===== src/rtl/core/fragment_reassembly_tracker_defines.svh =====
// Assertion macros shared by the fragment reassembly tracker modules.
// Each macro expects signals named clk and arst_n in the scope where it is used.
`ifndef FRAGMENT_REASSEMBLY_TRACKER_DEFINES_SVH
`define FRAGMENT_REASSEMBLY_TRACKER_DEFINES_SVH
`ifndef SYNTHESIS
`define FRT_ASSERT(lbl, prop, msg) \
	lbl: assert property (@(posedge clk) disable iff (!arst_n) prop) else $error(msg);
`define FRT_ASSERT_NEXT(lbl, ante, cons, msg) \
	lbl: assert property (@(posedge clk) disable iff (!arst_n) (ante) |=> (cons)) else $error(msg);
`else
`define FRT_ASSERT(lbl, prop, msg)
`define FRT_ASSERT_NEXT(lbl, ante, cons, msg)
`endif
`endif


===== src/rtl/core/frt_pkg.sv =====
package frt_pkg;

	// Table geometry.
	localparam int NUM_SLOTS    = 8;
	localparam int MAX_CHUNKS   = 8;
	localparam int HEADER_BYTES = 2;

	localparam int SLOT_W  = (NUM_SLOTS > 1) ? $clog2(NUM_SLOTS) : 1;
	localparam int CHUNK_W = (MAX_CHUNKS > 1) ? $clog2(MAX_CHUNKS) : 1;
	localparam int MASK_W  = MAX_CHUNKS;

	// Field widths.
	localparam int MAC_W    = 48;
	localparam int MSG_W    = 8;
	localparam int IDX_W    = 4;
	localparam int FLEN_W   = 8;
	localparam int STAT_W   = 3;
	localparam int OSLOT_W  = 3;
	localparam int OCHUNK_W = 3;
	localparam int PLEN_W   = 8;
	localparam int BYTES_W  = 11;

	localparam logic [FLEN_W-1:0] HEADER_LEN = FLEN_W'(HEADER_BYTES);
	localparam logic [IDX_W-1:0]  MAX_TOTAL  = IDX_W'(MAX_CHUNKS);

	localparam int S_TDATA_W = 72;
	localparam int OUT_BITS  = STAT_W + OSLOT_W + OCHUNK_W + PLEN_W + BYTES_W;
	localparam int M_TDATA_W = 32;
	localparam int OUT_PAD   = M_TDATA_W - OUT_BITS;

	typedef enum logic [STAT_W-1:0] {
		STAT_REJECTED = 3'd0,
		STAT_SINGLE   = 3'd1,
		STAT_STORED   = 3'd2,
		STAT_DUP      = 3'd3,
		STAT_FULL     = 3'd4,
		STAT_COMPLETE = 3'd5
	} status_t;

	// Commands from the controller to the datapath.
	typedef struct packed {
		logic load;
		logic lookup;
		logic commit;
	} cmd_t;

endpackage


===== src/rtl/core/fragment_reassembly_tracker.sv =====
// Channel   Direction  Fields (lowest bit first)
// s_*       in         src_mac, msg_id, chunk_index, chunk_total, frame_length
// m_*       out        status, slot, store_chunk, payload_length, packet_length
//
// Each fragment is handled in order: the word is captured, then all slots are
// compared in parallel against the sender and message id, then the slot table
// is updated and the result register is loaded.
// The next word is taken in the cycle after the result register is loaded, even
// while that result still waits; no new word is taken before the last one is through.
// A stalled sink holds the update step until the waiting result is taken.
// Reset clears the slot valid bits at once; no clearing pass is needed.

module fragment_reassembly_tracker (
	input  logic                          clk,
	input  logic                          arst_n,
	input  logic                          s_tvalid,
	output logic                          s_tready,
	// s_tdata: src_mac[47:0], msg_id[55:48], chunk_index[59:56],
	// chunk_total[63:60], frame_length[71:64]
	input  logic [frt_pkg::S_TDATA_W-1:0] s_tdata,
	output logic                          m_tvalid,
	input  logic                          m_tready,
	// m_tdata: status[2:0], slot[5:3], store_chunk[8:6], payload_length[16:9],
	// packet_length[27:17], zeros[31:28]
	output logic [frt_pkg::M_TDATA_W-1:0] m_tdata
);

	frt_pkg::cmd_t cmd;

	// The controller owns both handshakes and sequences the datapath.
	frt_ctrl u_ctrl (
		.clk      (clk),
		.arst_n   (arst_n),
		.s_tvalid (s_tvalid),
		.s_tready (s_tready),
		.m_tvalid (m_tvalid),
		.m_tready (m_tready),
		.cmd      (cmd)
	);

	// The datapath holds the captured word, the slot table and the result register.
	frt_dp u_dp (
		.clk     (clk),
		.arst_n  (arst_n),
		.s_tdata (s_tdata),
		.cmd     (cmd),
		.m_tdata (m_tdata)
	);

endmodule


===== src/rtl/core/frt_dp.sv =====
`include "fragment_reassembly_tracker_defines.svh"

module frt_dp (
	input  logic                            clk,
	input  logic                            arst_n,
	input  logic [frt_pkg::S_TDATA_W-1:0]   s_tdata,
	input  frt_pkg::cmd_t                   cmd,
	output logic [frt_pkg::M_TDATA_W-1:0]   m_tdata
);

	// Captured fragment descriptor.
	logic [frt_pkg::MAC_W-1:0]  mac_q;
	logic [frt_pkg::MSG_W-1:0]  msg_q;
	logic [frt_pkg::IDX_W-1:0]  idx_q;
	logic [frt_pkg::IDX_W-1:0]  total_q;
	logic [frt_pkg::FLEN_W-1:0] flen_q;

	// Slot table.
	logic [frt_pkg::NUM_SLOTS-1:0] slot_valid_q;
	logic [frt_pkg::MAC_W-1:0]     slot_mac_q   [frt_pkg::NUM_SLOTS];
	logic [frt_pkg::MSG_W-1:0]     slot_msg_q   [frt_pkg::NUM_SLOTS];
	logic [frt_pkg::MASK_W-1:0]    slot_mask_q  [frt_pkg::NUM_SLOTS];
	logic [frt_pkg::BYTES_W-1:0]   slot_bytes_q [frt_pkg::NUM_SLOTS];

	// Lookup results.
	logic                        reject_c, single_c, hit_c, free_c;
	logic [frt_pkg::SLOT_W-1:0]  hit_slot_c, free_slot_c;
	logic                        reject_q, single_q, hit_q, free_any_q;
	logic [frt_pkg::SLOT_W-1:0]  hit_slot_q, free_slot_q;
	logic [frt_pkg::PLEN_W-1:0]  plen_q;

	// Update stage.
	logic [frt_pkg::SLOT_W-1:0]   sel_slot;
	logic [frt_pkg::MASK_W-1:0]   old_mask, new_mask, full_mask;
	logic [frt_pkg::BYTES_W-1:0]  old_bytes, new_bytes;
	logic [frt_pkg::CHUNK_W-1:0]  chunk;
	logic                         fresh, complete, alloc_ok, table_wr;
	frt_pkg::status_t             res_status;
	logic [frt_pkg::OSLOT_W-1:0]  res_slot;
	logic [frt_pkg::OCHUNK_W-1:0] res_chunk;
	logic [frt_pkg::PLEN_W-1:0]   res_plen;
	logic [frt_pkg::BYTES_W-1:0]  res_pkt;
	logic [frt_pkg::M_TDATA_W-1:0] out_q;

	always_ff @(posedge clk) begin
		if (cmd.load) begin
			mac_q   <= s_tdata[47:0];
			msg_q   <= s_tdata[55:48];
			idx_q   <= s_tdata[59:56];
			total_q <= s_tdata[63:60];
			flen_q  <= s_tdata[71:64];
		end
	end

	// Parallel compare against every slot; the lowest index wins.
	always_comb begin
		hit_c       = 1'b0;
		free_c      = 1'b0;
		hit_slot_c  = '0;
		free_slot_c = '0;
		for (int s = frt_pkg::NUM_SLOTS - 1; s >= 0; s--) begin
			if (slot_valid_q[s]) begin
				if (slot_mac_q[s] == mac_q && slot_msg_q[s] == msg_q) begin
					hit_c      = 1'b1;
					hit_slot_c = frt_pkg::SLOT_W'(s);
				end
			end else begin
				free_c      = 1'b1;
				free_slot_c = frt_pkg::SLOT_W'(s);
			end
		end
	end

	assign reject_c = (flen_q < frt_pkg::HEADER_LEN) || (total_q == '0) ||
		(idx_q >= total_q) || (total_q > frt_pkg::MAX_TOTAL);
	assign single_c = (total_q == frt_pkg::IDX_W'(1));

	always_ff @(posedge clk) begin
		if (cmd.lookup) begin
			reject_q    <= reject_c;
			single_q    <= single_c;
			hit_q       <= hit_c;
			hit_slot_q  <= hit_slot_c;
			free_any_q  <= free_c;
			free_slot_q <= free_slot_c;
			plen_q      <= flen_q - frt_pkg::HEADER_LEN;
		end
	end

	// A fresh slot starts from an empty mask and a zero byte count.
	always_comb begin
		sel_slot  = hit_q ? hit_slot_q : free_slot_q;
		old_mask  = hit_q ? slot_mask_q[sel_slot] : '0;
		old_bytes = hit_q ? slot_bytes_q[sel_slot] : '0;
		chunk     = idx_q[frt_pkg::CHUNK_W-1:0];
		fresh     = !old_mask[chunk];
		new_mask  = old_mask | (frt_pkg::MASK_W'(1) << chunk);
		new_bytes = fresh ? (old_bytes + frt_pkg::BYTES_W'(plen_q)) : old_bytes;
		for (int i = 0; i < frt_pkg::MASK_W; i++) begin
			full_mask[i] = (frt_pkg::IDX_W'(i) < total_q);
		end
		complete = (new_mask == full_mask);
		alloc_ok = hit_q || free_any_q;
	end

	// A rejected fragment reports all fields as zero, its payload length included.
	always_comb begin
		res_status = frt_pkg::STAT_REJECTED;
		res_slot   = '0;
		res_chunk  = '0;
		res_plen   = plen_q;
		res_pkt    = '0;
		if (reject_q) begin
			res_status = frt_pkg::STAT_REJECTED;
			res_plen   = '0;
		end else if (single_q) begin
			res_status = frt_pkg::STAT_SINGLE;
			res_pkt    = frt_pkg::BYTES_W'(plen_q);
		end else if (!alloc_ok) begin
			res_status = frt_pkg::STAT_FULL;
		end else begin
			res_slot  = frt_pkg::OSLOT_W'(sel_slot);
			res_chunk = fresh ? frt_pkg::OCHUNK_W'(chunk) : '0;
			if (complete) begin
				res_status = frt_pkg::STAT_COMPLETE;
				res_pkt    = new_bytes;
			end else if (fresh) begin
				res_status = frt_pkg::STAT_STORED;
			end else begin
				res_status = frt_pkg::STAT_DUP;
			end
		end
	end

	assign table_wr = cmd.commit && !reject_q && !single_q && alloc_ok;

	always_ff @(posedge clk or negedge arst_n) begin
		if (!arst_n) begin
			slot_valid_q <= '0;
		end else if (table_wr) begin
			slot_valid_q[sel_slot] <= !complete;
		end
	end

	always_ff @(posedge clk) begin
		if (table_wr) begin
			slot_mac_q[sel_slot]   <= mac_q;
			slot_msg_q[sel_slot]   <= msg_q;
			slot_mask_q[sel_slot]  <= new_mask;
			slot_bytes_q[sel_slot] <= new_bytes;
		end
	end

	always_ff @(posedge clk) begin
		if (cmd.commit) begin
			out_q <= {{frt_pkg::OUT_PAD{1'b0}}, res_pkt, res_plen, res_chunk, res_slot,
				res_status};
		end
	end

	assign m_tdata = out_q;

	`FRT_ASSERT_NEXT(a_hit_is_valid, cmd.lookup, !hit_q || slot_valid_q[hit_slot_q], "matched slot is not valid")
	`FRT_ASSERT_NEXT(a_free_is_free, cmd.lookup, !free_any_q || !slot_valid_q[free_slot_q], "free slot is in use")
	`FRT_ASSERT(a_chunk_in_range, (cmd.commit && !reject_q) |-> (idx_q < total_q), "accepted chunk index is outside its total")

endmodule


===== src/rtl/core/frt_ctrl.sv =====
`include "fragment_reassembly_tracker_defines.svh"

module frt_ctrl (
	input  logic          clk,
	input  logic          arst_n,
	input  logic          s_tvalid,
	output logic          s_tready,
	output logic          m_tvalid,
	input  logic          m_tready,
	output frt_pkg::cmd_t cmd
);

	typedef enum logic [1:0] {
		S_IDLE,
		S_LOOKUP,
		S_UPDATE
	} state_t;

	state_t state_q;
	logic   out_valid_q;

	assign s_tready   = (state_q == S_IDLE);
	assign m_tvalid   = out_valid_q;
	assign cmd.load   = s_tvalid && s_tready;
	assign cmd.lookup = (state_q == S_LOOKUP);
	// The result register may be refilled once its word is taken or it is empty.
	assign cmd.commit = (state_q == S_UPDATE) && (!out_valid_q || m_tready);

	always_ff @(posedge clk or negedge arst_n) begin
		if (!arst_n) begin
			state_q     <= S_IDLE;
			out_valid_q <= 1'b0;
		end else begin
			case (state_q)
				S_IDLE: begin
					if (cmd.load) begin
						state_q <= S_LOOKUP;
					end
				end
				S_LOOKUP: begin
					state_q <= S_UPDATE;
				end
				S_UPDATE: begin
					if (cmd.commit) begin
						state_q <= S_IDLE;
					end
				end
				default: begin
					state_q <= S_IDLE;
				end
			endcase
			if (cmd.commit) begin
				out_valid_q <= 1'b1;
			end else if (m_tready) begin
				out_valid_q <= 1'b0;
			end
		end
	end

	`FRT_ASSERT_NEXT(a_accept_to_lookup, s_tvalid && s_tready, state_q == S_LOOKUP, "accepted word did not start a lookup")
	`FRT_ASSERT(a_commit_room, cmd.commit |-> (!out_valid_q || m_tready), "result overwritten before it was taken")
	`FRT_ASSERT(a_valid_from_commit, $rose(out_valid_q) |-> $past(cmd.commit), "result shown without a commit")

endmodule


===== config.mk =====
export PLATFORM = sky130hd
export DESIGN_NAME = fragment_reassembly_tracker
export DESIGN_NICKNAME = d
export VERILOG_FILES = /design/src/rtl/core/frt_pkg.sv /design/src/rtl/core/fragment_reassembly_tracker.sv /design/src/rtl/core/frt_dp.sv /design/src/rtl/core/frt_ctrl.sv
export VERILOG_INCLUDE_DIRS = /design/src /design/src/rtl/core
export SDC_FILE = /design/constraint.sdc
export NUM_CORES = 1
export LEC_CHECK = 0
export ABC_CLOCK_PERIOD_IN_PS = 14700
export CAP_MARGIN = 40
export CORE_MARGIN = 8
export CORE_UTILIZATION = 55
export DETAILED_ROUTE_END_ITERATION = 10
export DONT_BUFFER_PORTS = 1
export MAX_ROUTING_LAYER = met4
export PLACE_DENSITY = 0.74
export SLEW_MARGIN = 20
export SYNTH_ARGS = -nofsm -noshare
export SYNTH_HDL_FRONTEND = slang
export SYNTH_SLANG_ARGS = --single-unit

===== constraint.sdc =====
create_clock -name clk -period 14.7 [get_ports clk]
set_clock_uncertainty 0.2 [all_clocks]
set_input_delay 3.675 -clock clk [delete_from_list [all_inputs] [get_ports clk]]
set_output_delay 3.675 -clock clk [all_outputs]
set_load 0.01 [all_outputs]

==> summary.md <==
| Metric | Value |
|---|---|
| Status | `completed` |
| Setup repair bufs after CTS | `0` |
| Worst relative slew slack | `38.8%` |
| Initial Utilization | `55.3%` |
| Root Buffer | `clkbuf_16` |
| Crit path kind | `in -> reg` |
| Synthesis Warnings | `0` |
| WP data required | `14990 ps` |
| DIE WIDTH | `250 µm` |
| GRT overflow | `0` |
| Dpl hpwl | `47.1 mm` |
| Hold_buf cts | `0` |
| Max Cap Viol | `0` |
| WL/cell | `26.5 µm` |
| Number of global-route vias before repair | `16928` |
| CTS resizes | `0` |
| IO Count | `110` |
| Pins Over Slew Limit | `0` |
| Largest area contributor in the netlist | `edfxtp_1` |
| Dpl cells | `2647` |
| Initial DRC count | `1721` |
| Final Hold Viols | `0` |
| CP Capture Type | `flop` |
| RSZ-0062 raised after global routing | `false` |
| Cell variety after synth | `80` |
| Global-route wire length before repair | `109 mm` |
| Top_reg_cell synth | `edfxtp_1` |
| Worst Hold Class | `reg -> reg` |
| Sink count of the clock tree | `729` |
| Layout net count | `2115` |
| Avg Vias per Cell | `6.16` |
| Total track usage | `24.0%` |
| Antenna-violating nets left | `0` |
| Mapped Area | `30200 µm²` |
| Max clock buf depth | `3` |
| Asr flop ratio synth | `1.51%` |
| Slew @ Worst Pin | `893 ps` |
| Top post-synthesis cells by area | `edfxtp_1 (71%), xor2_1 (6.7%), xnor2_1 (4.7%), nor4_1 (1.5%), nand4_1 (1.3%)` |
| PD cells | `151 nW/µm²` |
| PortBufs | `0` |
| Total number of vias | `17198` |
| Critical Path AT | `6550 ps` |
| DRC | `0` |
| Largest net degree at the start of global routing | `69` |
| Mapped Cells | `1952` |
| Final Instance Count excl. Fillers | `2790` |
| Htree depth | `3` |
| DIE HEIGHT | `250 µm` |
| Tcrit/Tclk final | `42.6%` |
| Top cell type's share of synthesized area | `71.4%` |
| Fraction of layout cells with a size suffix above 1 | `11.5%` |
| Reg clk slew, reported paths | `60 ps` |
| CTS tree | `done` |
| Final setup fails | `0` |
| 1st-pass router iterations | `7` |
| Die area | `62700 µm²` |
| Routability cong. | `0.881` |
| Synth Area per Inst | `15.5 µm²` |
| Fin util | `62.0%` |
| Routed WL | `73.9 mm` |
| EDFF count, synth | `718` |
| Min cycle time layout | `6260 ps` |
| Max Clock Freq | `160 MHz` |
| Total CTS buffers | `74` |
| P&R area growth vs syn | `12.2%` |
| Initial antenna violation count | `1` |
| Placed cell areas | `31500 µm²` |
| Cell Rows | `86` |
| Worst skew pair latency | `620 ps` |
| Post-Layout Inst Area | `33900 µm²` |
| Max VDD drop | `129 µV` |
| Crit-path max FO | `46` |
| Sequential fraction of the synthesis area | `72.3%` |
| Leakage | `11.3 nW` |
| Core footprint | `54700 µm²` |
| Crit start category | `input port` |
| Synthesized flop and latch total | `729` |
| TNS Setup | `0 ps` |
routing by layer:
| layer | track usage (%) | part of all wire [%] |
|---|---|---|
| met5 | - | 0 |
| met3 | 4.04 | 7.5 |
| met2 | 38.6 | 49 |
| met1 | 30.9 | 40 |
| met4 | 8.58 | 3.7 |
flip-flops by register name, summed over array words and instances, names as in the netlist, 2 cells and up:
signal and count:
u_dp.slot_mac_q 384, u_dp.slot_bytes_q 88, u_dp.slot_mask_q 64, u_dp.slot_msg_q 64, u_dp.mac_q 48, u_dp.m_tdata 28
u_dp.flen_q 8, u_dp.msg_q 8, u_dp.plen_q 8, u_dp.slot_valid_q 8, u_dp.idx_q 4, u_dp.total_q 4
u_dp.free_slot_q 3, u_dp.hit_slot_q 3, u_ctrl.state_q 2
cell families (layout without fill, tap and decap cells):
| family | after synthesis | in the layout | share of synthesized area (%) |
|---|---|---|---|
| AND/OR/NAND/NOR | 398 | 398 | 6.97 |
| XOR/XNOR | 392 | 392 | 11.4 |
| adder cells (fa/ha/maj) | 14 | 14 | 0.605 |
| other | 1 | 5 | 0.0124 |
| AO/OA/AOI/OAI | 211 | 211 | 5.01 |
| flip-flops | 729 | 729 | 72.3 |
| multiplexers | 34 | 34 | 1.39 |
| buffers and inverters | 173 | 303 | 2.37 |
layout by cell type (no fill, tap or decap), drive strengths merged, types with 4 or more instances in the layout:
| cell | instances |
|---|---|
| o21ai | 35 |
| and3 | 7 |
| nand4 | 64 |
| a22oi | 8 |
| a211oi | 4 |
| nor3 | 30 |
| edfxtp | 718 |
| o22ai | 32 |
| bufinv | 4 |
| buf | 86 |
| a21oi | 24 |
| mux2 | 23 |
| dfrtp | 11 |
| o21bai | 4 |
| o211ai | 4 |
| conb | 4 |
| a31oi | 15 |
| xnor2 | 161 |
| clkbuf | 96 |
| nor4 | 71 |
| a222oi | 6 |
| nor2b | 15 |
| and2 | 9 |
| nand3 | 28 |
| mux2i | 10 |
| a221oi | 12 |
| nand2b | 10 |
| nand2 | 94 |
| o221ai | 14 |
| xor2 | 231 |
| ha | 13 |
| clkinv | 32 |
| inv | 83 |
| o2bb2ai | 8 |
| a22o | 12 |
| nor2 | 51 |
per-stage QoR:
step,hold WS [ps],setup WS (ps),power (mW)
2_1_floorplan,200,534,3.07
3_3_place_gp,213,7490,3.33
3_5_place_dp,211,7690,3.37
4_1_cts,228,8310,5.15
5_1_grt,242,8300,5.30
6_report,234,8440,5.14
critical path, cell delays in order:
cell,delay (ps)
nand2b_1,120
nor2b_2,150
buf_4,350
nand2_1,470
nor3_2,480
buf_4,300
buf_4,320
buf_12,290
mux2_2,360
synthesized netlist by cell type (4+ instances only):
cell,n
buf_6,4
nor2b_1,14
xor2_1,231
mux2_2,17
o221ai_1,14
mux2i_1,8
edfxtp_1,718
nand4_1,64
clkbuf_1,70
o2bb2ai_1,8
mux2_4,6
buf_2,9
xnor2_1,161
ha_1,13
o21bai_1,4
nand2b_1,10
a221oi_1,12
and3_1,7
nor3_1,30
nand3_1,28
o22ai_1,32
nor2_1,50
inv_1,81
a22o_1,12
nor4_1,71
a22oi_1,7
o21ai_0,34
and2_1,9
nand2_1,93
a222oi_1,6
a31oi_1,15
buf_4,7
dfrtp_1,11
a21oi_1,24
final cells by class:
type	instances	area, µm²
Sequential cell	729	21800
Fill cell	3856	20800
Multi-Input combinational cell	1053	7740
Clock buffer	96	1970
Tap cell	704	881
Timing Repair Buffer	86	835
Clock inverter	40	339
Inverter	81	304
Antenna cell	1	2.50
worst paths after layout:
| kind | slack (ps) | end | cells past startpoint | startpoint |
|---|---|---|---|---|
| max in group asynchronous | 11670 | u_dp.slot_valid_q[0]$_DFFE_PN0P_ | 0 | arst_n |
| max | 8440 | u_dp.slot_valid_q[2]$_DFFE_PN0P_ | 9 | m_tready |
| min in group asynchronous | 2560 | u_dp.slot_valid_q[3]$_DFFE_PN0P_ | 0 | arst_n |
| min reg2reg | 230 | u_dp.plen_q[0]$_DFFE_PN_ | 0 | u_dp.flen_q[0]$_DFFE_PP_ |
| max reg2reg | 9250 | u_dp.m_tdata[27]$_SDFFCE_PP0P_ | 18 | u_dp.hit_q$_DFFE_PN_ |
| min | 230 | u_dp.plen_q[0]$_DFFE_PN_ | 0 | u_dp.flen_q[0]$_DFFE_PP_ |
where the power goes:
group	internal (mW)	switching [mW]	total [mW]
clock	1.02	0.777	1.80
combinational	0.246	0.528	0.774
sequential	2.48	0.0841	2.56
Power figures use the tool's default switching activity.
